==> src/rtl/avt_pkg.sv <==
// Shared types, constants and helpers of the 2D affine vertex transform.
// No dependencies; every other file of the block imports this package.
package avt_pkg;

    localparam int AVT_FRAC_BITS = 16;

    localparam logic signed [65:0] SAT_HI = 66'sd2147483647;
    localparam logic signed [65:0] SAT_LO = -66'sd2147483648;

    typedef enum logic [2:0] {
        REG_ORIGIN  = 3'd0,
        REG_SHIFT   = 3'd1,
        REG_SCALE   = 3'd2,
        REG_ROT     = 3'd3,
        REG_SHEAR   = 3'd4,
        REG_REFLECT = 3'd5
    } avt_reg_e;

    typedef struct packed {
        logic signed [31:0] in_x;
        logic signed [31:0] in_y;
        logic               in_last;
    } avt_in_t;

    typedef struct packed {
        logic signed [31:0] out_x;
        logic signed [31:0] out_y;
        logic               out_last;
    } avt_out_t;

    typedef struct packed {
        logic signed [31:0] x;
        logic signed [31:0] y;
        logic               last;
    } avt_vec_t;

    typedef struct packed {
        logic signed [31:0] origin_x;
        logic signed [31:0] origin_y;
        logic signed [31:0] shift_x;
        logic signed [31:0] shift_y;
        logic signed [31:0] scale_x;
        logic signed [31:0] scale_y;
        logic signed [31:0] rot_cos;
        logic signed [31:0] rot_sin;
        logic signed [31:0] tan_x;
        logic signed [31:0] tan_y;
        logic [1:0]         reflect;
    } avt_cfg_t;

    // Clamp a wide signed value into signed 32 bits.
    function automatic logic signed [31:0] sat32(input logic signed [65:0] v);
        if (v > SAT_HI) begin
            return 32'sh7FFFFFFF;
        end
        if (v < SAT_LO) begin
            return 32'sh80000000;
        end
        return v[31:0];
    endfunction

endpackage

==> src/rtl/avt_cfg.sv <==
// Configuration register file of the affine vertex transform.
// Depends on avt_pkg for the register index codes and the config struct.
module avt_cfg
    import avt_pkg::*;
#(
    parameter int FRAC_BITS = AVT_FRAC_BITS
) (
    input  logic        clk,
    input  logic        rst_n,
    input  logic        cfg_valid,
    output logic        cfg_ready,
    input  logic [2:0]  cfg_index,
    input  logic [63:0] cfg_data,
    output avt_cfg_t    cfg
);

    localparam logic [31:0] ONE_Q = 32'(1) << FRAC_BITS;

    logic [63:0] origin_reg, shift_reg, scale_reg, rot_reg, shear_reg;
    logic [63:0] origin_next, shift_next, scale_next, rot_next, shear_next;
    logic [1:0]  reflect_reg, reflect_next;

    assign cfg_ready = 1'b1;

    always_comb
    begin
        origin_next  = origin_reg;
        shift_next   = shift_reg;
        scale_next   = scale_reg;
        rot_next     = rot_reg;
        shear_next   = shear_reg;
        reflect_next = reflect_reg;
        if (cfg_valid)
        begin
            unique case (avt_reg_e'(cfg_index))
                REG_ORIGIN:  origin_next  = cfg_data;
                REG_SHIFT:   shift_next   = cfg_data;
                REG_SCALE:   scale_next   = cfg_data;
                REG_ROT:     rot_next     = cfg_data;
                REG_SHEAR:   shear_next   = cfg_data;
                REG_REFLECT: reflect_next = cfg_data[1:0];
                default:     ;
            endcase
        end
    end

    always_ff @(posedge clk or negedge rst_n)
    begin
        if (!rst_n)
        begin
            origin_reg  <= '0;
            shift_reg   <= '0;
            scale_reg   <= {ONE_Q, ONE_Q};
            rot_reg     <= {ONE_Q, 32'd0};
            shear_reg   <= '0;
            reflect_reg <= '0;
        end
        else
        begin
            origin_reg  <= origin_next;
            shift_reg   <= shift_next;
            scale_reg   <= scale_next;
            rot_reg     <= rot_next;
            shear_reg   <= shear_next;
            reflect_reg <= reflect_next;
        end
    end

    assign cfg.origin_x = origin_reg[63:32];
    assign cfg.origin_y = origin_reg[31:0];
    assign cfg.shift_x  = shift_reg[63:32];
    assign cfg.shift_y  = shift_reg[31:0];
    assign cfg.scale_x  = scale_reg[63:32];
    assign cfg.scale_y  = scale_reg[31:0];
    assign cfg.rot_cos  = rot_reg[63:32];
    assign cfg.rot_sin  = rot_reg[31:0];
    assign cfg.tan_x    = shear_reg[63:32];
    assign cfg.tan_y    = shear_reg[31:0];
    assign cfg.reflect  = reflect_reg;

endmodule

==> config.mk <==
export PLATFORM = sky130hd
export DESIGN_NAME = avt_cfg
export DESIGN_NICKNAME = d
export VERILOG_FILES = /design/src/rtl/avt_pkg.sv /design/src/rtl/avt_cfg.sv
export SDC_FILE = /design/constraint.sdc
export NUM_CORES = 1
export LEC_CHECK = 0
export BUFFER_PORTS_ARGS = -buffer_cell sky130_fd_sc_hd__buf_2
export CORE_UTILIZATION = 55
export CTS_CLUSTER_SIZE = 12
export DETAILED_ROUTE_END_ITERATION = 7
export PLACE_DENSITY_LB_ADDON = 0.1
export RECOVER_POWER = 25
export SYNTH_ARGS = -nofsm -noshare
export SYNTH_HDL_FRONTEND = slang
export SYNTH_SLANG_ARGS = --single-unit
==> constraint.sdc <==
create_clock -name clk -period 1.92 [get_ports clk]
set_input_delay 0.576 -clock clk [delete_from_list [all_inputs] [get_ports clk]]
set_output_delay 0.576 -clock clk [all_outputs]
set_load 0.02 [all_outputs]
==> results.ini <==
[placement]
port_buffers = 391
pre_cts_ws_ns = 0.0404
place_congestion = 0.763
dp_hpwl_microns = 21300

[route]
drc = 0
wl_per_cell_microns = 21.1
drtAntennaViolNets = 0
viasPerCell = 5.11
vias = 7394
first_pass_iters = 4
drtIter0Drc = 238
drt_wl_total_microns = 30500

[die]
ios = 393
initial_core_util_pct = 56.5
core_area_sq_um = 22800
die_w_microns = 155
num_rows = 55
die_h_microns = 155
die-area_sq_um = 24000

[global_route]
grt_pass1_vias = 7789
grt_pass1_wl_microns = 47100
antenna_found_initial = 2
grt_max_degree = 72
track_usage_pct = 25.8
grt_overflow = 0

[yosys]
ys_seq_area_share_pct = 62.7
ys_ff_latch = 322
synthFlopType = dfrtp_1
syn-cell-area_sq_um = 12900
async_reset_ff_share_pct = 100
avgSynthCellArea_sq_um = 18.7
syn-num-nets = 757
synth_edf_count = 0
yosysMostFrequentCell = dfrtp_1
ys_warn_count = 0
synth_top_area_cell = dfrtp_1
synth_cells = 687
synth_common_cells = dfrtp_1 (319), mux2_4 (180), mux2_1 (136)
synth_top_cells_by_area = dfrtp_1 (62%), mux2_4 (21%), mux2_1 (12%), buf_6 (1.8%), buf_12 (0.93%)
synth_cell_types = 13
synth_top_area_share_pct = 62.1

[timing]
rsz0062_at_grt = false
hold_viol = 0
max_freq_mhz = 569
whs_ns = 0.355
setup_tns_ns = 0
fin_ws_ns = 0.163
drv_slew = 0
finalCritPeriodShare_pct = 91.5
skew_ns = 0
finalCriticalPeriod_ns = 1.76
relSlewSlack_pct = 40.2
tightest_slew_ns = 0.897
setup_viol_count_final = 0

[clocking]
numCtsBuffers = 34
h-tree-depth = 2
tritoncts = yes
clk_latency_ns = 0.49
cts.sinks = 322
clockRootBuffer = clkbuf_16
cts_max_path_buffers = 3
cts.clk_slew.worst_paths_ns = 0.06
cts-resized-gates = 0

[worst_hold_path]
holdCritPathClass = in -> reg

[setup_path]
path_buf_inv = 1
end_kind = output port
critPathArrivalTime_ns = 1.18
worstSetupStartpointType = register
cpLargestDelayFamily = flip-flops
cp_max_fo = 2
critPathSlowestCell = dfstp_2
criticalPathCategory = reg -> out
r2r_setup_slack_ns = 1.12
critPathRequiredTime_ns = 1.34
cp_slowest_stage_delay_ns = 0.53
worstPathCellList = buf_2

[cells_and_area]
num-fill-cells = 1542
multi_input_area_sq_um = 4390
seqCellArea_sq_um = 8060
drive_above_1_share_pct = 58.3
post-route-util_pct = 71.5
syn_to_final_growth_pct = 26.6
finish.net_count = 1183

[flow_run]
maxCapViolations = 0

[power]
p_leak_nw = 8.09
powerDensity_nw_per_um2 = 1310
vdd_drop_max_mv = 0.877
totalPowerFinal_w = 0.0213

[outcome]
status = finished, final reports clean

-- routing by layer --
| layer | wire, microns | track usage (%) | up-vias |
|---|---|---|---|
| li1 | - | - | 3282 |
| met1 | 12500 | 33.1 | 3785 |
| met2 | 15100 | 42.6 | 259 |
| met3 | 1790 | 5.79 | 68 |
| met4 | 1100 | 10.6 | 0 |
| met5 | 0 | 0 | - |
-- placed cells by master (no fill, tap or decap), types with 2 or more instances in the layout --
cell	count
dfrtp_1	319
mux2_4	180
diode_2	2
and4bb_4	2
clkbuf_16	37
clkbuf_2	3
mux2_2	6
buf_12	12
buf_4	16
buf_2	389
nand4b_1	2
mux2_1	136
dfstp_2	3
clkinv_2	2
clkbuf_8	6
clkbuf_1	12
clkbuf_4	2
-- where the power goes --
group	leakage (nW)	internal, W	switching (W)	total (W)
clock	0.519	0.00372	0.00253	0.00625
sequential	3.86	0.00830	0.000794	0.00909
combinational	3.71	0.00255	0.00344	0.00599
total	8.09	0.0146	0.00677	0.0213
-- kinds of logic (layout without fill, tap and decap cells) --
family | Yosys count | count (layout) | share of synthesized area (%)
muxes | 322 | 322 | 33.5
DFF | 322 | 322 | 62.7
and+or+nand+nor | 6 | 6 | 0.545
other | 1 | 3 | 0.0292
buffers and inverters | 36 | 481 | 3.28
-- cell type report --
type | instances | area share, %
multi-input cells | 329 | 27.0
clock inverters | 2 | 0.0615
flip-flops and latches | 322 | 49.5
well taps | 313 | 2.41
clock buffers | 53 | 6.43
repair buffers | 426 | 14.6
diodes | 2 | 0.0308
-- path summary, 6_finish.rpt --
path	from	end	cells past startpoint
max	scale_reg[16]	cfg[146]	1
min	cfg_data[52]	rot_reg[52]	2
max reg2reg	origin_reg[32]	origin_reg[32]	1
min reg2reg	origin_reg[51]	origin_reg[51]	1
max in group asynchronous	rst_n	shear_reg[15]	4
min in group asynchronous	rst_n	shift_reg[16]	2
-- through the flow --
step	instances	cell area, sq um
3_3_place_gp	1389	15300
2_1_floorplan	687	12900
5_1_grt	1447	16300
4_1_cts	1445	16300
3_5_place_dp	1389	15300
6_report	1447	16300
-- repair_timing --
item | CTS | global route
hold buffers | 1 | 0
setup buffers | 0 | 0
endpoints found under the hold margin | 14 | 0
(Power assumes the default switching activity.)
