**config.mk**
```make
export PLATFORM = sky130hd
export DESIGN_NAME = avt_front
export DESIGN_NICKNAME = d
export VERILOG_FILES = /design/src/rtl/avt_pkg.sv /design/src/rtl/avt_front.sv
export SDC_FILE = /design/constraint.sdc
export NUM_CORES = 1
export LEC_CHECK = 0
export ABC_AREA = 1
export BUFFER_PORTS_ARGS = -buffer_cell sky130_fd_sc_hd__buf_4
export CORE_MARGIN = 2
export CORE_UTILIZATION = 60
export DETAILED_ROUTE_END_ITERATION = 8
export GPL_ROUTABILITY_DRIVEN = 0
export HOLD_SLACK_MARGIN = 0.06
export PLACE_DENSITY = 0.86
export SLEW_MARGIN = 10
export SYNTH_ARGS = -nofsm -noshare
export SYNTH_HDL_FRONTEND = slang
export SYNTH_SLANG_ARGS = --single-unit
```
**constraint.sdc**
```tcl
create_clock -name clk -period 12 [get_ports clk]
set_input_delay 0.6 -clock clk [delete_from_list [all_inputs] [get_ports clk]]
set_output_delay 0.6 -clock clk [all_outputs]
set_load 0.01 [all_outputs]
```
**src/rtl/avt_pkg.sv**
```systemverilog
// Shared types, constants and helpers of the 2D affine vertex transform.
// No dependencies; every other file of the block imports this package.
package avt_pkg;

    localparam int AVT_FRAC_BITS = 16;

    localparam logic signed [65:0] SAT_HI = 66'sd2147483647;
    localparam logic signed [65:0] SAT_LO = -66'sd2147483648;

    typedef enum logic [2:0] {
        REG_ORIGIN  = 3'd0,
        REG_SHIFT   = 3'd1,
        REG_SCALE   = 3'd2,
        REG_ROT     = 3'd3,
        REG_SHEAR   = 3'd4,
        REG_REFLECT = 3'd5
    } avt_reg_e;

    typedef struct packed {
        logic signed [31:0] in_x;
        logic signed [31:0] in_y;
        logic               in_last;
    } avt_in_t;

    typedef struct packed {
        logic signed [31:0] out_x;
        logic signed [31:0] out_y;
        logic               out_last;
    } avt_out_t;

    typedef struct packed {
        logic signed [31:0] x;
        logic signed [31:0] y;
        logic               last;
    } avt_vec_t;

    typedef struct packed {
        logic signed [31:0] origin_x;
        logic signed [31:0] origin_y;
        logic signed [31:0] shift_x;
        logic signed [31:0] shift_y;
        logic signed [31:0] scale_x;
        logic signed [31:0] scale_y;
        logic signed [31:0] rot_cos;
        logic signed [31:0] rot_sin;
        logic signed [31:0] tan_x;
        logic signed [31:0] tan_y;
        logic [1:0]         reflect;
    } avt_cfg_t;

    // Clamp a wide signed value into signed 32 bits.
    function automatic logic signed [31:0] sat32(input logic signed [65:0] v);
        if (v > SAT_HI) begin
            return 32'sh7FFFFFFF;
        end
        if (v < SAT_LO) begin
            return 32'sh80000000;
        end
        return v[31:0];
    endfunction

endpackage

```
**src/rtl/avt_front.sv**
```systemverilog
// Front stage: origin subtraction and per-axis reflection, one register stage.
// Depends on avt_pkg for the vertex types and saturation.
module avt_front
    import avt_pkg::*;
(
    input  logic               clk,
    input  logic               rst_n,
    input  logic               up_valid,
    output logic               up_ready,
    input  avt_in_t            up_data,
    input  logic signed [31:0] origin_x,
    input  logic signed [31:0] origin_y,
    input  logic [1:0]         reflect,
    output logic               dn_valid,
    input  logic               dn_ready,
    output avt_vec_t           dn_data
);

    logic        v_reg;
    avt_vec_t    d_reg, d_next;
    logic signed [32:0] dx, dy;
    logic signed [31:0] sx, sy;

    assign up_ready = !v_reg || dn_ready;

    always_comb
    begin
        dx = 33'(up_data.in_x) - 33'(origin_x);
        dy = 33'(up_data.in_y) - 33'(origin_y);
        sx = sat32(66'(dx));
        sy = sat32(66'(dy));
        d_next.x    = reflect[0] ? sat32(-66'(sx)) : sx;
        d_next.y    = reflect[1] ? sat32(-66'(sy)) : sy;
        d_next.last = up_data.in_last;
    end

    always_ff @(posedge clk or negedge rst_n)
    begin
        if (!rst_n)
        begin
            v_reg <= 1'b0;
        end
        else if (up_ready)
        begin
            v_reg <= up_valid;
        end
    end

    always_ff @(posedge clk)
    begin
        if (up_ready && up_valid)
        begin
            d_reg <= d_next;
        end
    end

    assign dn_valid = v_reg;
    assign dn_data  = d_reg;

endmodule

```
==> summary.txt <==
CTS
  • Post_cts resized: 0
  • Setup Buffers After CTS: 0
  • Max Root-Sink Buffers: 2
  • Clock sinks: 66
  • Cts hold-fix bufs: 1
  • Clk_lat worst skew: roughly 0.34 ns
  • CTS H-Tree Depth: 3
  • Root buf cell: clkbuf_16
  • Worst-path clk slew: 0.06 ns
  • TritonCTS buffer count: 9
  • CTS tree: yes

Min path
  • Min-delay worst type: in2reg

Route
  • Avg WL per Cell: 12.7 microns
  • Detail Route Antenna Nets: 0
  • Avg Vias per Cell: about 5.2
  • Vias post-DR: about 12000
  • Residual DRC count: 0
  • Drt pass-1 iters: 6
  • 1st-iter DRT viols: about 1300
  • Routed wire length: about 29000 microns

Global routing
  • Number of global-route vias before repair: ~10000
  • GR Overflow Total: 0
  • GRT Overall Usage: ~30%
  • First-pass GRT wire length: around 46000 microns
  • Initial antenna violation count: 0
  • Largest net degree at the start of global routing: 66

Placement
  • IO buf count: approximately 200
  • HPWL after detailed placement: 23400 microns
  • Area after DPL: between 0.01 and 0.015 sq mm
  • Pre-CTS setup slack: between 6 and 7 ns
  • Dpl cells: 2236

Timing
  • Hold_ws: roughly 0.45 ns
  • Final setup violation count: 0
  • Worst-Margin Slew: around 1.2 ns
  • Headroom to the max-slew limit: 20.5%
  • Final WS setup: roughly 6.3 ns
  • RSZ-0062 raised after global routing: false
  • Final count of hold timing violations: 0
  • Final Slew Violations: 0
  • Final Cycle Share: 47.7%
  • Post-layout minimum cycle time: 5.72 ns
  • Clock skew: between 0.004 and 0.005 ns
  • Setup_tns: 0 ns
  • Fmax: roughly 170 MHz

Critical path
  • WP data required: between 10 and 15 ns
  • Max FO, Critical Path: 54
  • CP Class: in2reg
  • CP most frequent cell: nand2_1
  • CP Capture Type: flip-flop
  • CP Launch Type: input port
  • CP peak stage delay: between 0.6 and 0.7 ns
  • CP arrival: around 5.9 ns
  • CP max stage cell: nand2_1
  • Register-to-Register Setup Slack: approximately 10 ns

Die
  • Core Area: 0.0172 sq mm
  • Overall die width: around 140 microns
  • Rows: 48
  • I/O pins: a little over 200
  • Die area: 0.0187 sq mm
  • Chip height: 137 microns
  • Initial core utilization: 61.2%

Yosys
  • Post-Synth XOR/XNOR Area: under 10%
  • Syn_nets: between 2000 and 2500
  • Post-synth ARST share: roughly 1.5%
  • Synthesized instance count: ~1900
  • Fraction of synthesized area in multiplexers: 0%
  • Syn Std Cell Area: roughly 0.011 sq mm
  • Post-Syn Area per Cell: roughly 5.7 sq um
  • Post-Synth Simple-Gate Area: 47.1%
  • Top FF cell, synth: edfxtp_1
  • YS warnings: 0
  • Number of enable flip-flop cells after synthesis: 65
  • Main combinational cell family by area after synthesis: simple AND/OR/NAND/NOR gates
  • Sequential fraction of the synthesis area: a little under a fifth
  • Yosys cell types: 36
  • Synth Area in Compound Gates: approximately 5.4%
  • Flops & latches, synth: 66
  • Adder-cell share of the synthesized area: under 10%

Run status
  • Outcome: complete, no violations

Cells and area
  • Final Util: 72.0%
  • Design area: about 0.012 sq mm
  • Diodes inserted: 0
  • Final nets: between 2000 and 2500
  • Share of cells above drive strength 1: between 15 and 20%
  • Layout area overhead: 17.5%
  • Finished Layout Cells: roughly 2300

Power
  • Power Density: 110 mW/mm^2
  • Peak VDD IR: around 0.00016 V
  • Overall power: 1.37 mW
  • LEAKAGE: between 6 and 7 nW

Flow run
  • Max-capacitance violation count: 0
==> sequential cells by signal (all words and copies together) (netlist names) <==
| register | cells |
|---|---|
| dn_data | 65 |
| dn_valid | 1 |
==> cell type report <==
class / instances / area (sq um)
Multi-Input combinational cell: 1466 / 7260
Clock buffer: 10 / 229
Tap cell: 225 / 282
Timing Repair Buffer: 204 / 1530
Clock inverter: 6 / 82.6
Sequential cell: 66 / 1980
Inverter: 276 / 1040
Fill cell: 1487 / 4830
==> kinds of logic after synthesis <==
| kind of cell | count (synthesis) |
|---|---|
| compound gates | 99 |
| xor+xnor | 88 |
| fa+ha+maj | 74 |
| flops | 66 |
| buf+inv | 318 |
| simple gates | 1205 |
==> layer usage <==
metal / up-vias / global-route usage [%] / share of wire [%] / wire [microns]
met5: - / 0 / 0 / 0
met4: 0 / 5.03 / 0.87 / 247
met3: 23 / 3.96 / 9.7 / 2760
met2: 586 / 45.2 / 42 / 11900
met1: 5007 / 46.7 / 48 / 13600
li1: 5991 / - / - / -
==> Yosys cell counts, types with 10 or more instances <==
library cell    n  area share, %
buf_6          14            1.5
nand3_1        95            4.5
nor3_1         14           0.66
a21oi_1        64            3.0
buf_2          10           0.47
ha_1           72            8.5
nor2_1        222            7.9
nand2_2        21            1.2
edfxtp_1       65             18
inv_1         270            9.6
o21bai_1       20            1.4
clkbuf_1       10           0.36
xor2_1         62            5.1
nor2_2         49            2.9
nand2_1       776             28
xnor2_1        26            2.2
==> worst max-delay path: cells and delay by family <==
family	cells	cell delay, ns
and+or+nand+nor	25	3.18
adders and majority gates	4	1.12
buffers and inverters	5	0.87
AOI/OAI and AO/OA	1	0.13
==> path summary, 6_finish.rpt <==
check | start | endpoint | cells after the start
worst max-delay path | up_data[33] | dn_data[39]$_DFFE_PP_ | 35
worst min-delay path | up_data[0] | dn_data[0]$_DFFE_PP_ | 1
min in group asynchronous | rst_n | dn_valid$_DFFE_PN0N_ | 2
worst min register to register | dn_valid$_DFFE_PN0N_ | dn_valid$_DFFE_PN0N_ | 2
worst max register to register | dn_valid$_DFFE_PN0N_ | dn_data[11]$_DFFE_PP_ | 2
max in group asynchronous | rst_n | dn_valid$_DFFE_PN0N_ | 2
==> cell usage in the layout (no fill, tap or decap), types with 5 or more instances in the layout <==
cell       synthesis  layout
nand2_4            5       5
buf_4              3     203
o21bai_1          20      20
xnor2_1           26      26
ha_1              72      72
nand3_2            5       5
nor2_1           222     222
nand2_1          776     776
xor2_1            62      62
clkbuf_16          0       9
nand3_1           95      95
nor2_2            49      49
o21ai_0            6       6
inv_2              6       6
nand4_1            6       6
nor3_1            14      14
nand3b_1           6       6
nand2_2           21      21
a21oi_1           64      63
inv_1            270     270
edfxtp_1          65      65
==> where the power goes <==
part           switching [mW]  internal (mW)  leakage [nW]
Combinational           0.510          0.276          6.15
Clock                  0.0958          0.181         0.152
Sequential            0.00818          0.298         0.620
Total                   0.614          0.754          6.93
No activity file was read; power rests on OpenSTA's default activity.
